===== config.mk =====
export PLATFORM = sky130hd
export DESIGN_NAME = counting_semaphore_table_unit
export DESIGN_NICKNAME = d
export VERILOG_FILES = /design/src/csem_pkg.sv /design/src/counting_semaphore_table_unit.sv /design/src/csem_ram.sv
export SDC_FILE = /design/constraint.sdc
export NUM_CORES = 2
export LEC_CHECK = 0
export BUFFER_PORTS_ARGS = -buffer_cell sky130_fd_sc_hd__buf_4
export CORE_MARGIN = 5
export CORE_UTILIZATION = 60
export CTS_BUF_LIST = sky130_fd_sc_hd__clkbuf_2 sky130_fd_sc_hd__clkbuf_4 sky130_fd_sc_hd__clkbuf_8
export DETAILED_ROUTE_END_ITERATION = 16
export PLACE_DENSITY = 0.79
export SLEW_MARGIN = 20
export SYNTH_ARGS = -nofsm -noshare
export SYNTH_HDL_FRONTEND = slang
export SYNTH_SLANG_ARGS = --single-unit

===== constraint.sdc =====
create_clock -name clk -period 8.1 [get_ports clk]
set_input_delay 0.81 -clock clk [delete_from_list [all_inputs] [get_ports clk]]
set_output_delay 0.81 -clock clk [all_outputs]
set_load 0.005 [all_outputs]

===== src/csem_pkg.sv =====
// Package for the counting semaphore table: table size, field widths,
// command and status codes. Used by the top level; no dependencies.
`default_nettype none

package csem_pkg;

  localparam int NUM_SEMS = 64;
  localparam int ID_W     = (NUM_SEMS > 1) ? $clog2(NUM_SEMS) : 1;

  localparam int FUNC_W   = 3;
  localparam int SID_W    = 8;
  localparam int CNT_W    = 16;
  localparam int STAT_W   = 2;
  localparam int NEWID_W  = 6;
  localparam int WAKE_W   = 16;

  localparam logic [SID_W:0] SEM_LIMIT = (SID_W + 1)'(NUM_SEMS);

  localparam logic [FUNC_W-1:0] FN_ALLOC = 3'd0;
  localparam logic [FUNC_W-1:0] FN_FREE  = 3'd1;
  localparam logic [FUNC_W-1:0] FN_WAIT  = 3'd2;
  localparam logic [FUNC_W-1:0] FN_POST  = 3'd3;
  localparam logic [FUNC_W-1:0] FN_READ  = 3'd4;

  localparam logic [STAT_W-1:0] ST_OK     = 2'd0;
  localparam logic [STAT_W-1:0] ST_BAD_ID = 2'd1;
  localparam logic [STAT_W-1:0] ST_FULL   = 2'd2;

  localparam logic signed [CNT_W-1:0] CNT_MIN = 16'sh8000;
  localparam logic signed [CNT_W-1:0] CNT_MAX = 16'sh7FFF;

endpackage

`default_nettype wire


===== src/counting_semaphore_table_unit.sv =====
// Top level of the counting semaphore table: command decode, in-use bits,
// read-modify-write of the count memory. Depends on csem_pkg and csem_ram.
//
//   Channel  Ports                                      Direction
//   in       in_valid, in_ready, in_func, in_sem_id,   command in
//            in_initial_value
//   out      out_valid, out_ready, out_status,         result out
//            out_new_id, out_count_value, out_must_block, out_wake_count
//
// Each command passes through S_IDLE, which issues the count memory read, and
// S_EXEC, which modifies, writes back and loads the result register; a new
// command is taken only in S_IDLE. S_EXEC waits while an earlier result is
// still untaken. Reset clears the in-use bits at once; no clearing pass.
`default_nettype none

module counting_semaphore_table_unit (
  input  wire logic                            clk,
  input  wire logic                            rst_n,
  input  wire logic                            in_valid,
  output logic                                 in_ready,
  input  wire logic [csem_pkg::FUNC_W-1:0]     in_func,
  input  wire logic [csem_pkg::SID_W-1:0]      in_sem_id,
  input  wire logic signed [csem_pkg::CNT_W-1:0] in_initial_value,
  output logic                                 out_valid,
  input  wire logic                            out_ready,
  output logic [csem_pkg::STAT_W-1:0]          out_status,
  output logic [csem_pkg::NEWID_W-1:0]         out_new_id,
  output logic signed [csem_pkg::CNT_W-1:0]    out_count_value,
  output logic                                 out_must_block,
  output logic [csem_pkg::WAKE_W-1:0]          out_wake_count
);
  import csem_pkg::*;

  localparam logic S_IDLE = 1'b0;
  localparam logic S_EXEC = 1'b1;

  logic state_r, state_nxt;
  logic out_valid_r, out_valid_nxt;
  logic [NUM_SEMS-1:0] in_use_r, in_use_nxt;

  logic [FUNC_W-1:0]       func_r;
  logic [SID_W-1:0]        id_r;
  logic signed [CNT_W-1:0] init_r;

  logic [STAT_W-1:0]       status_r;
  logic [NEWID_W-1:0]      new_id_r;
  logic signed [CNT_W-1:0] count_r;
  logic                    block_r;
  logic [WAKE_W-1:0]       wake_r;

  logic                    in_fire;
  logic                    exec_go;
  logic [ID_W-1:0]         idx;
  logic [ID_W-1:0]         rd_addr;
  logic [ID_W-1:0]         wr_addr;
  logic                    wr_en;
  logic signed [CNT_W-1:0] wr_data;
  logic signed [CNT_W-1:0] rd_data;
  logic                    id_ok;
  logic                    free_found;
  logic [ID_W-1:0]         free_slot;

  logic [STAT_W-1:0]       res_status;
  logic [NEWID_W-1:0]      res_new_id;
  logic signed [CNT_W-1:0] res_count;
  logic                    res_block;
  logic [WAKE_W-1:0]       res_wake;

  assign in_ready = (state_r == S_IDLE);
  assign in_fire  = in_valid && in_ready;
  assign exec_go  = (state_r == S_EXEC) && (!out_valid_r || out_ready);
  assign idx      = id_r[ID_W-1:0];
  assign rd_addr  = (state_r == S_IDLE) ? in_sem_id[ID_W-1:0] : idx;
  assign id_ok    = ({1'b0, id_r} < SEM_LIMIT) && in_use_r[idx];

  csem_ram #(
    .WIDTH (CNT_W),
    .DEPTH (NUM_SEMS)
  ) u_count_ram (
    .clk   (clk),
    .we    (wr_en),
    .waddr (wr_addr),
    .wdata (wr_data),
    .raddr (rd_addr),
    .rdata (rd_data)
  );

  always_comb begin
    free_found = 1'b0;
    free_slot  = '0;
    for (int i = NUM_SEMS - 1; i >= 0; i--) begin
      if (!in_use_r[i]) begin
        free_found = 1'b1;
        free_slot  = ID_W'(i);
      end
    end
  end

  always_comb begin
    res_status = ST_OK;
    res_new_id = '0;
    res_count  = '0;
    res_block  = 1'b0;
    res_wake   = '0;
    wr_en      = 1'b0;
    wr_addr    = idx;
    wr_data    = '0;
    in_use_nxt = in_use_r;
    case (func_r)
      FN_ALLOC: begin
        if (free_found) begin
          res_new_id            = NEWID_W'(free_slot);
          res_count             = init_r;
          wr_en                 = exec_go;
          wr_addr               = free_slot;
          wr_data               = init_r;
          in_use_nxt[free_slot] = 1'b1;
        end else begin
          res_status = ST_FULL;
        end
      end
      FN_FREE: begin
        if (id_ok) begin
          if (rd_data < 0) begin
            res_wake = WAKE_W'(~rd_data + 16'sd1);
          end
          wr_en           = exec_go;
          in_use_nxt[idx] = 1'b0;
        end else begin
          res_status = ST_BAD_ID;
        end
      end
      FN_WAIT: begin
        if (id_ok) begin
          res_count = (rd_data == CNT_MIN) ? rd_data : rd_data - 16'sd1;
          res_block = (res_count < 0);
          wr_en     = exec_go;
          wr_data   = res_count;
        end else begin
          res_status = ST_BAD_ID;
        end
      end
      FN_POST: begin
        if (id_ok) begin
          res_count = (rd_data == CNT_MAX) ? rd_data : rd_data + 16'sd1;
          res_wake  = (res_count <= 0) ? WAKE_W'(1) : '0;
          wr_en     = exec_go;
          wr_data   = res_count;
        end else begin
          res_status = ST_BAD_ID;
        end
      end
      FN_READ: begin
        if (id_ok) begin
          res_count = rd_data;
        end else begin
          res_status = ST_BAD_ID;
        end
      end
      default: begin
        res_status = ST_BAD_ID;
      end
    endcase
  end

  always_comb begin
    state_nxt     = state_r;
    out_valid_nxt = out_valid_r;
    if (out_valid_r && out_ready) begin
      out_valid_nxt = 1'b0;
    end
    case (state_r)
      S_IDLE: begin
        if (in_fire) begin
          state_nxt = S_EXEC;
        end
      end
      S_EXEC: begin
        if (exec_go) begin
          state_nxt     = S_IDLE;
          out_valid_nxt = 1'b1;
        end
      end
      default: begin
        state_nxt = S_IDLE;
      end
    endcase
  end

  always_ff @(posedge clk) begin
    if (!rst_n) begin
      state_r     <= S_IDLE;
      out_valid_r <= 1'b0;
      in_use_r    <= '0;
    end else begin
      state_r     <= state_nxt;
      out_valid_r <= out_valid_nxt;
      if (exec_go) begin
        in_use_r <= in_use_nxt;
      end
    end
  end

  always_ff @(posedge clk) begin
    if (in_fire) begin
      func_r <= in_func;
      id_r   <= in_sem_id;
      init_r <= in_initial_value;
    end
    if (exec_go) begin
      status_r <= res_status;
      new_id_r <= res_new_id;
      count_r  <= res_count;
      block_r  <= res_block;
      wake_r   <= res_wake;
    end
  end

  assign out_valid       = out_valid_r;
  assign out_status      = status_r;
  assign out_new_id      = new_id_r;
  assign out_count_value = count_r;
  assign out_must_block  = block_r;
  assign out_wake_count  = wake_r;

`ifndef SYNTHESIS
  a_accept_to_exec: assert property (@(posedge clk) disable iff (!rst_n)
    in_fire |=> (state_r == S_EXEC))
    else $error("Accepted command did not move to the execute cycle.");

  a_result_from_exec: assert property (@(posedge clk) disable iff (!rst_n)
    $rose(out_valid_r) |-> $past(exec_go))
    else $error("Result appeared without an execute cycle.");

  a_full_only_when_full: assert property (@(posedge clk) disable iff (!rst_n)
    (exec_go && (res_status == ST_FULL)) |-> (&in_use_r))
    else $error("Table full reported while a slot is free.");

  a_alloc_claims_slot: assert property (@(posedge clk) disable iff (!rst_n)
    (exec_go && (func_r == FN_ALLOC) && (res_status == ST_OK))
      |=> ($countones(in_use_r) == $past($countones(in_use_r)) + 1))
    else $error("Allocate did not claim exactly one slot.");

  a_no_write_on_error: assert property (@(posedge clk) disable iff (!rst_n)
    (res_status != ST_OK) |-> !wr_en)
    else $error("Count memory written by a failed command.");
`endif

endmodule

`default_nettype wire


===== src/csem_ram.sv =====
// Generic single-write, single-read RAM with a registered read port.
// Holds the semaphore counts; no dependencies.
`default_nettype none

module csem_ram #(
  parameter int WIDTH = 16,
  parameter int DEPTH = 64
) (
  input  wire logic                                       clk,
  input  wire logic                                       we,
  input  wire logic [((DEPTH > 1) ? $clog2(DEPTH) : 1)-1:0] waddr,
  input  wire logic [WIDTH-1:0]                           wdata,
  input  wire logic [((DEPTH > 1) ? $clog2(DEPTH) : 1)-1:0] raddr,
  output logic      [WIDTH-1:0]                           rdata
);

  logic [WIDTH-1:0] mem [DEPTH];

  always_ff @(posedge clk) begin
    if (we) begin
      mem[waddr] <= wdata;
    end
    rdata <= mem[raddr];
  end

endmodule

`default_nettype wire

==> results.ini <==
[timing]
report.final.hold_viol_count=0
rsz0062_at_grt=no
max_freq_mhz=200
worst_slew_pin_slew_ns=1.18
slew_violations=0
setup_viol=0
fin_crit_ns=5.00
period_share_pct=61.7
setup_ws_ns=3.10
slew_headroom_pct=20.8
fin_tns_setup_ns=0
clock_skew_ns=0.0540

[yosys]
ys_warn_count=0
synth.area.top_cells=edfxtp_1 (69%), mux4_2 (12%), dfxtp_1 (3.4%), nand2_1 (1.6%), a211oi_1 (1.3%)
syn_avg_cell_area_um2=17.5
synth-seq-cells=1174
synthArstFlopShare_pct=0
synth_top_cell_area_share_pct=68.5
synthDominantAreaCellType=edfxtp_1
synthFlopType=edfxtp_1
synth.cell_area_um2=47900
synth_edf_count=1092
synth.net_count=2763
synthDistinctLibCells=81
syn_inst=2730
synth_seq_area_share_pct=71.9

[cts]
htreeDepth=4
cts_tree=built
clk_path_buf_depth=3
cts_hold_buffers=0
cts_inserted_buffers=177
cts_resized=0
postCtsSetupBuffers=0
clkLatencyLatePin_ns=0.85
root_buffer=clkbuf_8
clkTransAtPathRegs_ns=0.06
clock_sinks=1174

[global_routing]
grt_pass1_vias=27500
grt_pass1_wl_mm=177
grt_overflow=0
antenna_found_initial=5
grt_max_degree=129
grtUsageTotal_pct=27.8

[die]
die_x_um=292
coreArea_um2=79000
die_h_um=292
num_io_pins=74
die_area_um2=85500
rows=103
start_util_pct=60.6

[final_layout]
nNetsFinal=2941
final_cell_mix=edfxtp_1 (1092), mux4_2 (256), nand2_1 (200), clkbuf_8 (183), buf_4 (163)
instances_no_fill=4090
syn2layout_area_growth_pct=12.2
drive_gt1_share_pct=27.5
fillers=4821
mostFrequentLayoutCell=edfxtp_1

[critical_path]
critPathTopFamily=simple AND/OR/NAND/NOR gates
worst-path-max-fanout=22
startpoint_type=flip-flop
worstPathCellList=nand4_1 -> nor4_1 -> nand4_2 -> and2_4 -> a21o_1 -> nor3_1 -> nand3_1 -> nor3_2 -> buf_4
arrival_ns=5.51
max_stage_delay_ns=0.85
crit_buf_inv=1
crit_slowest_cell=nor4_1
critPathCaptureType=flip-flop
required_ns=8.61
crit_type=flip-flop to flip-flop

[worst_hold_path]
hold_path_class=input pin to flip-flop

[placement]
pre_cts_ws_ns=3.21
dp_hpwl_mm=71.8
routabilityCongestion=0.967
port-buffer-count=73
place_inst=3779

[drt]
detail_route.vias_per_cell=6.84
wire_per_inst_um=29.3
antenna_left=0
wirelength_mm=120
drt_iter0_markers=4087
drc=0
drt_pass1_iterations=6
vias=28000

[power]
p_leak_nw=17.2
ir_drop_uv=155
power_density_nw_per_um2=234

[outcome]
outcome=completed

[flow_run]
cap_violations=0

cells in the mapped netlist, types with 5 or more instances:
cell / n
or2_2: 8
buf_4: 17
o31ai_1: 20
nand2b_1: 11
nand4_1: 24
nor3b_1: 5
o22ai_1: 5
mux2i_1: 20
a211oi_1: 85
buf_2: 28
o21ai_0: 77
buf_1: 12
nor2_1: 55
nor2b_1: 10
clkbuf_1: 106
dfxtp_1: 82
nor4_1: 6
and2_1: 68
inv_1: 25
nor3_1: 87
buf_6: 7
nand2_1: 202
xor2_1: 7
mux2_2: 11
o311ai_0: 8
o211ai_1: 60
nor4_2: 6
edfxtp_1: 1092
or3_1: 8
and3_1: 13
nand3b_1: 10
a221o_1: 9
mux4_2: 256
a21o_1: 15
o21a_1: 5
a21oi_1: 58
nand3_1: 45
xnor2_1: 14
a311oi_1: 33
a31oi_1: 40
a221oi_1: 8
cell families after synthesis:
kind of cell	synth area share, %
flip-flops	71.9
AND/OR/NAND/NOR	6.15
AO/OA/AOI/OAI	6.80
multiplexers	12.8
buffers and inverters	1.85
XOR/XNOR	0.384
adder cells (fa/ha/maj)	0.0732
worst register-to-register path, cell delays in order (launching register included):
cell	delay [ns]
dfxtp_1	0.48
nand4_1	0.26
nor4_1	0.85
nand4_2	0.41
and2_4	0.35
a21o_1	0.20
nor3_1	0.34
nand3_1	0.62
nor3_2	0.84
buf_4	0.31
power by group:
group / leakage [nW] / switching, mW / internal [mW] / total, mW
logic: 4.72 / 0.722 / 0.396 / 1.12
clock network: 1.81 / 2.22 / 2.44 / 4.66
registers: 10.7 / 0.0808 / 6.70 / 6.78
total: 17.2 / 3.02 / 9.53 / 12.6
layer usage:
layer	vias up	share of wire [%]	routed length, um	GRT usage [%]
met4	2	5.0	5960	12.8
met3	340	12	14500	6.67
met1	14000	37	44100	39.7
met2	2054	46	55200	41.4
met5	-	0.011	13	0
li1	11600	-	-	-
worst paths after layout:
path | from | to | slack (ns) | depth (start not counted)
hold reg to reg | in_use_r[9] | in_use_r[9] | 0.53 | 2
setup reg to reg | in_use_r[43] | u_count_ram.mem[40][8] | 3.10 | 9
setup / recovery | in_use_r[43] | u_count_ram.mem[40][8] | 3.10 | 9
hold / removal | in_sem_id[1] | id_r[1] | 0.17 | 1
state kept, by name, summed over array words and instances, names as in the netlist:
register and flops:
state_r 1, u_count_ram.mem 1024, u_count_ram.rdata 16, func_r 3, out_must_block 1, out_valid 1
out_status 2, init_r 16, out_count_value 16, out_wake_count 16, in_use_r 64, out_new_id 6
id_r 8
stage by stage:
step / util, % / area [um^2] / hold slack (ns) / total power [mW]
2_1_floorplan: - / 47900 / 0.471 / 7.59
3_3_place_gp: 63.6 / 50200 / 0.510 / 7.97
3_5_place_dp: 63.6 / 50300 / 0.525 / 8.00
4_1_cts: 67.9 / 53700 / 0.119 / 12.6
5_1_grt: 68.0 / 53700 / 0.126 / 13.0
6_report: 68.0 / 53700 / 0.168 / 12.6
area by class of cell:
| type | count | area, um^2 | share of cell area, % |
|---|---|---|---|
| multi-input combinational | 1361 | 13100 | 24.4 |
| timing repair buffer | 169 | 1340 | 2.50 |
| clock inverter | 55 | 349 | 0.650 |
| inverter | 25 | 93.8 | 0.175 |
| sequential | 1174 | 34400 | 64.1 |
| clock buffer | 254 | 3050 | 5.68 |
| antenna | 2 | 5.00 | 0.00932 |
| tap | 1050 | 1310 | 2.45 |
Power figures use the tool's default switching activity.
